--- src/assert_macros.svh ---
// Assertion macros shared by the timer queue modules.
`ifndef ASSERT_MACROS_SVH
`define ASSERT_MACROS_SVH

// Checks that a condition implies a consequence in the same cycle.
`define ASSERT_IMPL(label, clk, rst_n, a, b, msg) \
  label: assert property (@(posedge clk) disable iff (!rst_n) (a) |-> (b)) \
    else $error(msg);

// Checks that a condition implies a consequence in the next cycle.
`define ASSERT_NEXT(label, clk, rst_n, a, b, msg) \
  label: assert property (@(posedge clk) disable iff (!rst_n) (a) |=> (b)) \
    else $error(msg);

`endif

--- src/dltq_pkg.sv ---
`timescale 1ns / 1ps
package dltq_pkg;

  typedef enum logic [1:0] {
    CMD_SET = 2'd0,
    CMD_CLEAR = 2'd1,
    CMD_CLEAR_CHK = 2'd2,
    CMD_TICK = 2'd3
  } cmd_t;

  typedef enum logic [1:0] {
    KIND_SET = 2'd0,
    KIND_CLEAR = 2'd1,
    KIND_EXPIRE = 2'd2
  } kind_t;

  localparam logic [1:0] REG_TICK = 2'd0;
  localparam logic [1:0] REG_MIN = 2'd1;
  localparam logic [1:0] REG_MARGIN = 2'd2;
  localparam logic [1:0] REG_MAXID = 2'd3;
  localparam int MaxResults = 16;

  typedef struct packed {
    logic [1:0] command;
    logic [31:0] owner_id;
    logic [15:0] timer_type;
    logic [31:0] duration;
    logic [15:0] timer_id;
  } in_req_t;

  typedef struct packed {
    logic [1:0] kind;
    logic [15:0] result_id;
    logic [31:0] event_owner;
    logic [15:0] event_type;
    logic status;
    logic found;
    logic last;
  } out_req_t;

  typedef struct packed {
    logic load;
    logic walk_init;
    logic set_step;
    logic set_commit;
    logic clr_step;
    logic clr_commit;
    logic tick_sub;
    logic exp_pop;
    logic emit_set;
    logic emit_clear;
    logic emit_exp;
    logic emit_last;
    logic clear_bad;
  } ctl_t;

  typedef struct packed {
    cmd_t cmd;
    logic id_zero;
    logic set_ok;
    logic walk_done;
    logic clr_hit;
    logic clr_end;
    logic exp_ready;
    logic exp_last;
  } sts_t;

endpackage

--- src/dltq_ctrl.sv ---
`timescale 1ns / 1ps
module dltq_ctrl (
  input  logic clk,
  input  logic rst_n,
  input  logic start,
  output logic busy,
  input  dltq_pkg::sts_t sts,
  output dltq_pkg::ctl_t ctl
);
  import dltq_pkg::*;
  `include "assert_macros.svh"

  typedef enum logic [7:0] {
    S_IDLE = 8'b00000001,
    S_DEC = 8'b00000010,
    S_SWALK = 8'b00000100,
    S_SCOM = 8'b00001000,
    S_CWALK = 8'b00010000,
    S_CCOM = 8'b00100000,
    S_TSUB = 8'b01000000,
    S_EXP = 8'b10000000
  } state_t;

  state_t state_r, state_nxt;

  always_ff @(posedge clk) begin
    if (!rst_n) begin
      state_r <= S_IDLE;
    end else begin
      state_r <= state_nxt;
    end
  end

  assign busy = (state_r != S_IDLE);

  always_comb begin
    state_nxt = state_r;
    ctl = '0;
    case (state_r)
      S_IDLE: begin
        if (start) begin
          ctl.load = 1'b1;
          state_nxt = S_DEC;
        end
      end
      S_DEC: begin
        ctl.walk_init = 1'b1;
        case (sts.cmd)
          CMD_SET: begin
            if (sts.set_ok) begin
              state_nxt = S_SWALK;
            end else begin
              ctl.emit_set = 1'b1;
              ctl.emit_last = 1'b1;
              state_nxt = S_IDLE;
            end
          end
          CMD_CLEAR, CMD_CLEAR_CHK: begin
            if (sts.id_zero) begin
              ctl.emit_clear = 1'b1;
              ctl.clear_bad = 1'b1;
              ctl.emit_last = 1'b1;
              state_nxt = S_IDLE;
            end else begin
              state_nxt = S_CWALK;
            end
          end
          default: begin
            state_nxt = S_TSUB;
          end
        endcase
      end
      S_SWALK: begin
        if (sts.walk_done) begin
          state_nxt = S_SCOM;
        end else begin
          ctl.set_step = 1'b1;
        end
      end
      S_SCOM: begin
        ctl.set_commit = 1'b1;
        ctl.emit_set = 1'b1;
        ctl.emit_last = 1'b1;
        state_nxt = S_IDLE;
      end
      S_CWALK: begin
        if (sts.clr_hit || sts.clr_end) begin
          state_nxt = S_CCOM;
        end else begin
          ctl.clr_step = 1'b1;
        end
      end
      S_CCOM: begin
        ctl.clr_commit = 1'b1;
        ctl.emit_clear = 1'b1;
        ctl.emit_last = 1'b1;
        state_nxt = S_IDLE;
      end
      S_TSUB: begin
        ctl.tick_sub = 1'b1;
        state_nxt = S_EXP;
      end
      S_EXP: begin
        if (sts.exp_ready) begin
          ctl.exp_pop = 1'b1;
          ctl.emit_exp = 1'b1;
          ctl.emit_last = sts.exp_last;
          if (sts.exp_last) begin
            state_nxt = S_IDLE;
          end
        end else begin
          state_nxt = S_IDLE;
        end
      end
      default: begin
        state_nxt = S_IDLE;
      end
    endcase
  end

  `ASSERT_NEXT(a_load_dec, clk, rst_n, ctl.load, state_r == S_DEC, "load not followed by decode")
  `ASSERT_IMPL(a_emit_one, clk, rst_n, ctl.emit_set || ctl.emit_clear || ctl.emit_exp,
               $onehot({ctl.emit_set, ctl.emit_clear, ctl.emit_exp}), "two results at once")
  `ASSERT_NEXT(a_last_idle, clk, rst_n, ctl.emit_last, !busy, "last result not ending request")
endmodule

--- src/dltq_dp.sv ---
`timescale 1ns / 1ps
module dltq_dp #(
  parameter int TIMER_SLOTS = 16
) (
  input  logic clk,
  input  logic rst_n,
  input  dltq_pkg::in_req_t in_req,
  input  logic cfg_we,
  input  logic [1:0] cfg_index,
  input  logic [15:0] cfg_data,
  input  dltq_pkg::ctl_t ctl,
  output dltq_pkg::sts_t sts,
  output logic out_valid,
  output dltq_pkg::out_req_t out_req
);
  import dltq_pkg::*;
  `include "assert_macros.svh"

  localparam int IW = (TIMER_SLOTS > 1) ? $clog2(TIMER_SLOTS) : 1;
  localparam int CW = $clog2(TIMER_SLOTS + 1);
  localparam int RW = $clog2(MaxResults + 1);

  logic [15:0] tick_r, min_r, margin_r, maxid_r;
  logic [TIMER_SLOTS-1:0] valid_r;
  logic [15:0] eid_r [TIMER_SLOTS];
  logic [31:0] eown_r [TIMER_SLOTS];
  logic [15:0] etyp_r [TIMER_SLOTS];
  logic [31:0] edel_r [TIMER_SLOTS];
  logic [IW-1:0] enext_r [TIMER_SLOTS];
  logic [IW-1:0] head_r;
  logic [CW-1:0] count_r;
  logic [15:0] idc_r;
  in_req_t req_r;
  logic [IW-1:0] cur_r, prev_r, slot_r;
  logic have_prev_r;
  logic [CW-1:0] i_r;
  logic [31:0] d_r;
  logic [RW-1:0] n_r;
  logic out_valid_r;
  out_req_t out_r;
  out_req_t out_nxt;

  logic [IW-1:0] free_slot;
  logic [16:0] id_inc;
  logic [15:0] step;
  logic [16:0] limit;
  logic [31:0] cur_del;
  logic walk_more;

  always_comb begin
    free_slot = '0;
    for (int k = TIMER_SLOTS - 1; k >= 0; k--) begin
      if (!valid_r[k]) begin
        free_slot = IW'(k);
      end
    end
  end

  assign cur_del = edel_r[cur_r];
  assign walk_more = (i_r < count_r);
  assign id_inc = {1'b0, idc_r} + 17'd1;
  assign step = (tick_r > min_r) ? tick_r : min_r;
  assign limit = {margin_r, 1'b0};

  assign sts.cmd = cmd_t'(req_r.command);
  assign sts.id_zero = (req_r.timer_id == 16'd0);
  assign sts.set_ok = (req_r.duration >= {16'd0, min_r}) && (count_r < CW'(TIMER_SLOTS));
  assign sts.walk_done = !walk_more || (d_r < cur_del);
  assign sts.clr_hit = walk_more && (eid_r[cur_r] == req_r.timer_id);
  assign sts.clr_end = !walk_more;
  assign sts.exp_ready = (count_r != '0) && (n_r < RW'(MaxResults))
                         && ({15'd0, edel_r[head_r][31:0]} < {30'd0, limit});
  assign sts.exp_last = (count_r == CW'(1)) || (n_r == RW'(MaxResults - 1))
                        || ({15'd0, edel_r[enext_r[head_r]]} >= {30'd0, limit});

  always_ff @(posedge clk) begin
    if (!rst_n) begin
      tick_r <= 16'd10;
      min_r <= 16'd10;
      margin_r <= 16'd5;
      maxid_r <= 16'hFFFF;
    end else if (cfg_we) begin
      case (cfg_index)
        REG_TICK: tick_r <= cfg_data;
        REG_MIN: min_r <= cfg_data;
        REG_MARGIN: margin_r <= cfg_data;
        REG_MAXID: maxid_r <= cfg_data;
        default: ;
      endcase
    end
  end

  always_ff @(posedge clk) begin
    if (!rst_n) begin
      valid_r <= '0;
      head_r <= '0;
      count_r <= '0;
      idc_r <= 16'd1;
      out_valid_r <= 1'b0;
    end else begin
      out_valid_r <= ctl.emit_set || ctl.emit_clear || ctl.emit_exp;
      if (ctl.set_commit) begin
        valid_r[slot_r] <= 1'b1;
        eid_r[slot_r] <= idc_r;
        eown_r[slot_r] <= req_r.owner_id;
        etyp_r[slot_r] <= req_r.timer_type;
        edel_r[slot_r] <= d_r;
        if (have_prev_r) begin
          enext_r[slot_r] <= walk_more ? cur_r : '0;
          enext_r[prev_r] <= slot_r;
        end else begin
          enext_r[slot_r] <= head_r;
          head_r <= slot_r;
        end
        if (walk_more) begin
          edel_r[cur_r] <= cur_del - d_r;
        end
        count_r <= count_r + CW'(1);
        idc_r <= (id_inc > {1'b0, maxid_r}) ? 16'd1 : id_inc[15:0];
      end
      if (ctl.clr_commit && walk_more &&
          (req_r.command != CMD_CLEAR_CHK || etyp_r[cur_r] == req_r.timer_type)) begin
        if (i_r + CW'(1) < count_r) begin
          edel_r[enext_r[cur_r]] <= edel_r[enext_r[cur_r]] + cur_del;
        end
        if (have_prev_r) begin
          enext_r[prev_r] <= enext_r[cur_r];
        end else begin
          head_r <= enext_r[cur_r];
        end
        valid_r[cur_r] <= 1'b0;
        count_r <= count_r - CW'(1);
      end
      if (ctl.tick_sub && count_r != '0) begin
        edel_r[head_r] <= (edel_r[head_r] > {16'd0, step}) ? edel_r[head_r] - {16'd0, step}
                                                         : 32'd0;
      end
      if (ctl.exp_pop) begin
        valid_r[head_r] <= 1'b0;
        head_r <= (count_r == CW'(1)) ? '0 : enext_r[head_r];
        count_r <= count_r - CW'(1);
      end
    end
  end

  always_comb begin
    out_nxt = '0;
    out_nxt.last = ctl.emit_last;
    if (ctl.emit_set) begin
      out_nxt.kind = KIND_SET;
      out_nxt.result_id = ctl.set_commit ? idc_r : 16'd0;
    end
    if (ctl.emit_clear) begin
      out_nxt.kind = KIND_CLEAR;
      out_nxt.status = ctl.clear_bad;
      out_nxt.result_id = ctl.clear_bad ? 16'd0 : req_r.timer_id;
      out_nxt.found = !ctl.clear_bad && walk_more &&
          (req_r.command != CMD_CLEAR_CHK || etyp_r[cur_r] == req_r.timer_type);
    end
    if (ctl.emit_exp) begin
      out_nxt.kind = KIND_EXPIRE;
      out_nxt.result_id = eid_r[head_r];
      out_nxt.event_owner = eown_r[head_r];
      out_nxt.event_type = etyp_r[head_r];
    end
  end

  always_ff @(posedge clk) begin
    if (ctl.load) begin
      req_r <= in_req;
    end
    if (ctl.walk_init) begin
      cur_r <= head_r;
      prev_r <= '0;
      have_prev_r <= 1'b0;
      i_r <= '0;
      d_r <= req_r.duration;
      slot_r <= free_slot;
      n_r <= '0;
    end
    if (ctl.set_step) begin
      d_r <= d_r - cur_del;
      prev_r <= cur_r;
      have_prev_r <= 1'b1;
      cur_r <= enext_r[cur_r];
      i_r <= i_r + CW'(1);
    end
    if (ctl.clr_step) begin
      prev_r <= cur_r;
      have_prev_r <= 1'b1;
      cur_r <= enext_r[cur_r];
      i_r <= i_r + CW'(1);
    end
    if (ctl.exp_pop) begin
      n_r <= n_r + RW'(1);
    end
    out_r <= out_nxt;
  end

  assign out_valid = out_valid_r;
  assign out_req = out_r;

  `ASSERT_IMPL(a_count_max, clk, rst_n, 1'b1, count_r <= CW'(TIMER_SLOTS), "count overflow")
  `ASSERT_IMPL(a_count_valid, clk, rst_n, 1'b1, $countones(valid_r) == int'(count_r),
               "count differs from valid slots")
  `ASSERT_NEXT(a_set_grow, clk, rst_n, ctl.set_commit, count_r == $past(count_r) + CW'(1),
               "set did not grow list")
endmodule

--- src/delta_list_timer_queue.sv ---
`timescale 1ns / 1ps
// Channel   Ports                          Direction
// input     start, busy, in_req            in, busy out
// result    out_valid, out_req             out
// config    cfg_we, cfg_index, cfg_data    in
// Set and clear walk up to TIMER_SLOTS entries of the list, one step a cycle.
// A rejected set or a clear of id zero is answered from decode, with no walk.
// Tick lowers the head delta by the step, then pops expired timers, at most 16 expiries.
// Reset is synchronous, active low, and empties the list.
// Results leave on out_valid for one cycle each; the receiver cannot stall.
module delta_list_timer_queue #(
  parameter int TIMER_SLOTS = 16
) (
  input  logic clk,
  input  logic rst_n,
  input  logic start,
  output logic busy,
  input  dltq_pkg::in_req_t in_req,
  output logic out_valid,
  output dltq_pkg::out_req_t out_req,
  input  logic cfg_we,
  input  logic [1:0] cfg_index,
  input  logic [15:0] cfg_data
);
  import dltq_pkg::*;

  ctl_t ctl;
  sts_t sts;

  dltq_ctrl u_ctrl (
    .clk(clk), .rst_n(rst_n), .start(start), .busy(busy), .sts(sts), .ctl(ctl)
  );

  dltq_dp #(.TIMER_SLOTS(TIMER_SLOTS)) u_dp (
    .clk(clk), .rst_n(rst_n), .in_req(in_req), .cfg_we(cfg_we),
    .cfg_index(cfg_index), .cfg_data(cfg_data), .ctl(ctl), .sts(sts),
    .out_valid(out_valid), .out_req(out_req)
  );
endmodule
--- config.mk ---
export PLATFORM = sky130hd
export DESIGN_NAME = delta_list_timer_queue
export DESIGN_NICKNAME = d
export VERILOG_FILES = /design/src/dltq_pkg.sv /design/src/dltq_ctrl.sv /design/src/dltq_dp.sv /design/src/delta_list_timer_queue.sv
export VERILOG_INCLUDE_DIRS = /design/src /design/src/src
export SDC_FILE = /design/constraint.sdc
export NUM_CORES = 2
export LEC_CHECK = 0
export BUFFER_PORTS_ARGS = -buffer_cell sky130_fd_sc_hd__buf_2
export CORE_MARGIN = 2
export CORE_UTILIZATION = 55
export CTS_BUF_LIST = sky130_fd_sc_hd__clkbuf_2 sky130_fd_sc_hd__clkbuf_4 sky130_fd_sc_hd__clkbuf_8
export CTS_CLUSTER_DIAMETER = 150
export DETAILED_ROUTE_END_ITERATION = 12
export GPL_TIMING_DRIVEN = 0
export PLACE_DENSITY_LB_ADDON = 0.05
export SETUP_SLACK_MARGIN = 0.1
export SYNTH_ARGS = -nofsm -noshare
export SYNTH_HDL_FRONTEND = slang
export SYNTH_SLANG_ARGS = --single-unit
--- constraint.sdc ---
create_clock -name clk -period 8.3 [get_ports clk]
set_input_delay 0.415 -clock clk [delete_from_list [all_inputs] [get_ports clk]]
set_output_delay 0.415 -clock clk [all_outputs]
set_load 0.05 [all_outputs]
# Yosys cells after proc, flatten, opt, wreduce, memory -nomap -nowiden
# Memories as Yosys holds them, arrays and structs flattened. A register that Yosys moved wholly into a read port is not among the register bits.
# Cells that the tools add are included.
# Widths: inputs -> output; s select.
# op_classes
n_addsub	9
n_lt_le_gt_ge	17
n_eq_ne	23
n_mux	132
n_bitwise	7
n_reduce_logical	42
# op_table
cell	n
$mux 16	10
$mux 32	5
$mux 4	34
$mux 64	1
$reduce_or 32->1	2
$sub 32x32->32	2
$mux 1	50
$pmux 8 s6	1
$mux 5	8
$mux 8	5
$add 32x32->32	1
$and 16x16->16	2
$eq 16x16->1	2
$ge 32x16->1	1
$ge 32x17->1	1
$gt 32x16->1	1
$lt 32x17->1	1
$lt 32x32->1	1
$not 16->16	2
$sub 32x16->32	1
$add 16x1->17 const B	1
$gt 17x16->1	1
$mux 17	1
$gt 16x16->1	1
other kinds (42)	95
# totals
regBits	336
mem_bits_rw	1600
input_bits	120
output_inout_bits	71
elab_cells	267
mem_count	5
# mem_list
name	depth	word_bits	read_ports	rd_clocked_by_memory_dff	write_ports	line	rtl
u_dp.edel_r	16	32	4	2	2	dltq_dp.sv:28	logic [31:0] edel_r [TIMER_SLOTS];
u_dp.eown_r	16	32	1	1	1	dltq_dp.sv:26	logic [31:0] eown_r [TIMER_SLOTS];
u_dp.eid_r	16	16	2	2	1	dltq_dp.sv:25	logic [15:0] eid_r [TIMER_SLOTS];
u_dp.etyp_r	16	16	2	2	1	dltq_dp.sv:27	logic [15:0] etyp_r [TIMER_SLOTS];
u_dp.enext_r	16	4	2	2	2	dltq_dp.sv:29	logic [IW-1:0] enext_r [TIMER_SLOTS];

# Depth between registers and ports, before layout
# depth
depth_word	15
depth_mapped	31
depth_no_buf	28

# Hierarchy
# From an unflattened synthesis, not the netlist that was laid out.
# hier_totals
hier_cells	8589
hier_area_um2	113609.0
# by_module_without_submodules
module	n_inst	cells_each	area_per_inst_um2	seq_area_each_um2
dltq_dp	1	8514	113004.6	56213.9
dltq_ctrl	1	75	604.3	160.2

# Worst setup path before layout
# No wires, ideal clock.
# synth_path
path_type	reg-to-reg
start	register u_ctrl.state_r[0]
end	memory u_dp.eid_r[0][0] (enable)
setup_ps	651
t_arrival_ps	7773
t_required_ps	7649
slack_ps	-124
path_stages_with_launch	6
n_path_buf	0
synth_period_minus_slack_ps	8424
path_cell_list	dfxtp_1 > nor4_1 > and4b_1 > nand2_1 > or2_2 > nor4_1
# synth_via
elab_chain_cells	5
# synth_rtl
element	line	rtl
start, declared	dltq_ctrl.sv:24	state_t state_r, state_nxt;
start signal, assigned	dltq_ctrl.sv:30	state_r <= state_nxt;
$eq 8x4->1	dltq_ctrl.sv:39	case (state_r)
$mux 1	dltq_ctrl.sv:39	
$mux 1	dltq_dp.sv:102	if (ctl.set_commit) begin
$mux 1	dltq_dp.sv:94	if (!rst_n) begin
$mux 1 (implied by the code)	dltq_dp.sv:104	eid_r[slot_r] <= idc_r;
end, declared	dltq_dp.sv:25	
# No other way between the ends.

==> impl_metrics.tcl <==
set metrics [dict create \
    synth_edf_count 1752 \
    place_hpwl_um 294000 \
    ys_seq_area_share_pct 54.3 \
    netlist_top_cells_area "edfxtp_1, mux4_2, mux2i_1" \
    cts_buffers 344 \
    clock_skew_ns 0.100 \
    slew_headroom_pct -5.44 \
    regArea_um2 56400 \
    h-tree-depth 5 \
    final_area_um2 120000 \
    cpMaxStageDelayCell "clkbuf_2" \
    antenna_left 0 \
    ys_seq_elements 1940 \
    design.core.area_um2 188000 \
    antenna_found_initial 13 \
    crit_top_cell "buf_4" \
    synth_commonest_cells "edfxtp_1, mux4_2, nand2_1" \
    power_density_nw_per_um2 181 \
    violations "max-capacitance violations, max-slew violations" \
    grt_first_pass_wirelength_um 554000 \
    critPathTopFamily "buffers and inverters" \
    drive_gt1_share_pct 28.5 \
    clk_latency_ns 1.12 \
    tritoncts "yes" \
    worstPathArrival_ns 9.15 \
    grt_start_max_net_pins 42 \
    grt_pass1_vias 72357 \
    crit_buf_inv 11 \
    synth-async-reset-ratio_pct 0 \
    dr_total_vias 74051 \
    die_area_um2 192000 \
    slowest_delay_ns 0.60 \
    pin_count 191 \
    std_cell_rows 159 \
    end_kind "flip-flop" \
    postSynthAreaPerCell_um2 14.9 \
    syn_nets 7318 \
    gp_congestion 1.04 \
    multi_input_area_um2 45300 \
    vias_per_cell 7.02 \
    syn_area_um2 104000 \
    die-width_um 438 \
    drt_iter0_drc 10869 \
    utilization_pct 63.7 \
    crit_required_ns 9.19 \
    final_cells 10556 \
    status "complete, but fails checks" \
    min_path_type "input port to flip-flop" \
    fin_crit_sh_pct 99.5 \
    nFillCells 13941 \
    rsz0062_at_grt "yes" \
    area_delta_synth_final_pct 15.2 \
    tns_ns 0 \
    synth_top_area_cell "edfxtp_1" \
    crit_type "flip-flop to flip-flop" \
    synthDistinctLibCells 96 \
    dr.pass1.iters 6 \
    fin_crit_ns 8.26 \
    grt_use_total_pct 41.7 \
    setup_viol_count_final 0 \
    io_buffers 190 \
    ys_warn_count 0 \
    max-vdd-ir-drop_mv 0.197 \
    critical_path.max_fanout 10 \
    drc 0 \
    worstSetupStartpointType "flip-flop" \
    grt-ovfl-total 0 \
    yosysTopAreaCellShare_pct 50.7 \
    place_area_um2 110000 \
    clkTransAtPathRegs_ns 0.06 \
    fin_nets 8122 \
    start_util_pct 55.3 \
    cts_max_path_buffers 4 \
    cts_sinks 1940 \
    avgRoutedWirePerCell_um 38.1 \
    yosysMostFrequentCell "edfxtp_1" \
    final_max_slew_viol_count 33 \
    dieHeight_um 438 \
    hold_violations 0 \
    maxCapViolCount 4 \
    max_freq_ghz 0.121 \
    power_mw 21.6 \
    synthFlopType "edfxtp_1" \
    syn_inst 6985 \
    drt-total-wl_um 402000 \
    cts_root_buffer "clkbuf_8" \
    placed_cells 9765 \
    p_leak_nw 42.5 \
    worst_slew_pin_slew_ns 1.58 \
]
## stage by stage
stage	setup WS, ns	hold WS [ns]
4_1_cts	0.102	0.000803
2_1_floorplan	0.365	0.443
3_5_place_dp	-4.30	0.465
5_1_grt	0.0887	0.0321
6_report	0.0397	0.0432
3_3_place_gp	-6.60	0.458
## where the power goes
part	leakage, nW	switching (mW)	total, mW	internal [mW]
registers	17.8	0.124	10.8	10.7
clock network	3.56	4.09	8.93	4.83
logic	21.1	1.18	1.87	0.682
total	42.5	5.40	21.6	16.2
## logic make-up (layout without fill, tap and decap cells)
logic type               count (synthesis)  count (layout)  share of synthesized area, %
AND/OR/NAND/NOR                       1382            1382                          6.31
AO/OA/AOI/OAI                         1106            1106                          6.62
buffers and inverters                  731            1794                          2.91
adder cells (fa/ha/maj)                213             213                          2.60
other                                    0              13                             0
flip-flops                            1940            1940                          54.3
XOR/XNOR                               179             179                          1.51
multiplexers                          1434            1434                          25.7
## worst paths after layout
| kind | to | depth (start not counted) | startpoint | slack [ns] |
|---|---|---|---|---|
| worst max register to register | u_dp.edel_r[9][17] | 25 | u_dp.head_r[1] | 0.04 |
| worst max-delay path | u_dp.edel_r[9][17] | 25 | u_dp.head_r[1] | 0.04 |
| worst min register to register | u_dp.margin_r[3] | 2 | u_dp.margin_r[3] | 0.47 |
| worst min-delay path | u_dp.req_r[51] | 2 | in_req[51] | 0.04 |
## placed cells by master (no fill, tap or decap), types with 207 or more instances in the layout
master / netlist / final
a21oi_1: 325 / 320
buf_2: 105 / 268
clkbuf_1: 338 / 244
clkbuf_8: 0 / 370
edfxtp_1: 1752 / 1752
ha_1: 209 / 207
mux2i_1: 408 / 406
mux4_2: 984 / 984
nand2_1: 513 / 510
nor2_1: 320 / 316
o21ai_0: 238 / 218
## timing repair
action                                 CTS  global route
gates resized for setup                327           109
hold buffers                           154             0
setup buffers                           23             1
pin swaps                               12             4
endpoints found under the hold margin  184             0
setup endpoints to repair              740           349
## state kept, by name (all words and copies together) (netlist names), 32 cells and up, named ones only
register and cells:
u_dp.etyp_r 256, u_dp.enext_r 64, u_dp.eid_r 256, u_dp.req_r 96, u_dp.out_req 69, u_dp.eown_r 512
u_dp.edel_r 512, u_dp.d_r 32
## worst reg2reg max path, delay by kind of cell (launching register included)
| family | cells | cell delay [ns] |
|---|---|---|
| AND/OR/NAND/NOR | 2 | 0.28 |
| flip-flops | 1 | 0.49 |
| multiplexers | 2 | 0.75 |
| buffers and inverters | 11 | 3.56 |
| adder cells (fa/ha/maj) | 2 | 0.66 |
| AO/OA/AOI/OAI | 8 | 2.33 |
## metal layers
layer	wire (µm)	up-vias	GRT usage [%]
met5	67	-	0
met4	32500	10	28.0
met3	44100	1302	9.46
met1	143000	37752	54.2
met2	182000	5421	63.3
li1	-	29566	-
## area by class of cell
class / count / share of cell area (%)
Buffer: 530 / 2.38
Timing Repair Buffer: 466 / 3.68
Sequential cell: 1940 / 47.2
Clock buffer: 475 / 4.90
Clock inverter: 130 / 0.688
Tap cell: 2495 / 2.61
Antenna cell: 13 / 0.0272
Inverter: 193 / 0.626
Multi-Input combinational cell: 4314 / 37.9
Power figures use the tool's default switching activity.
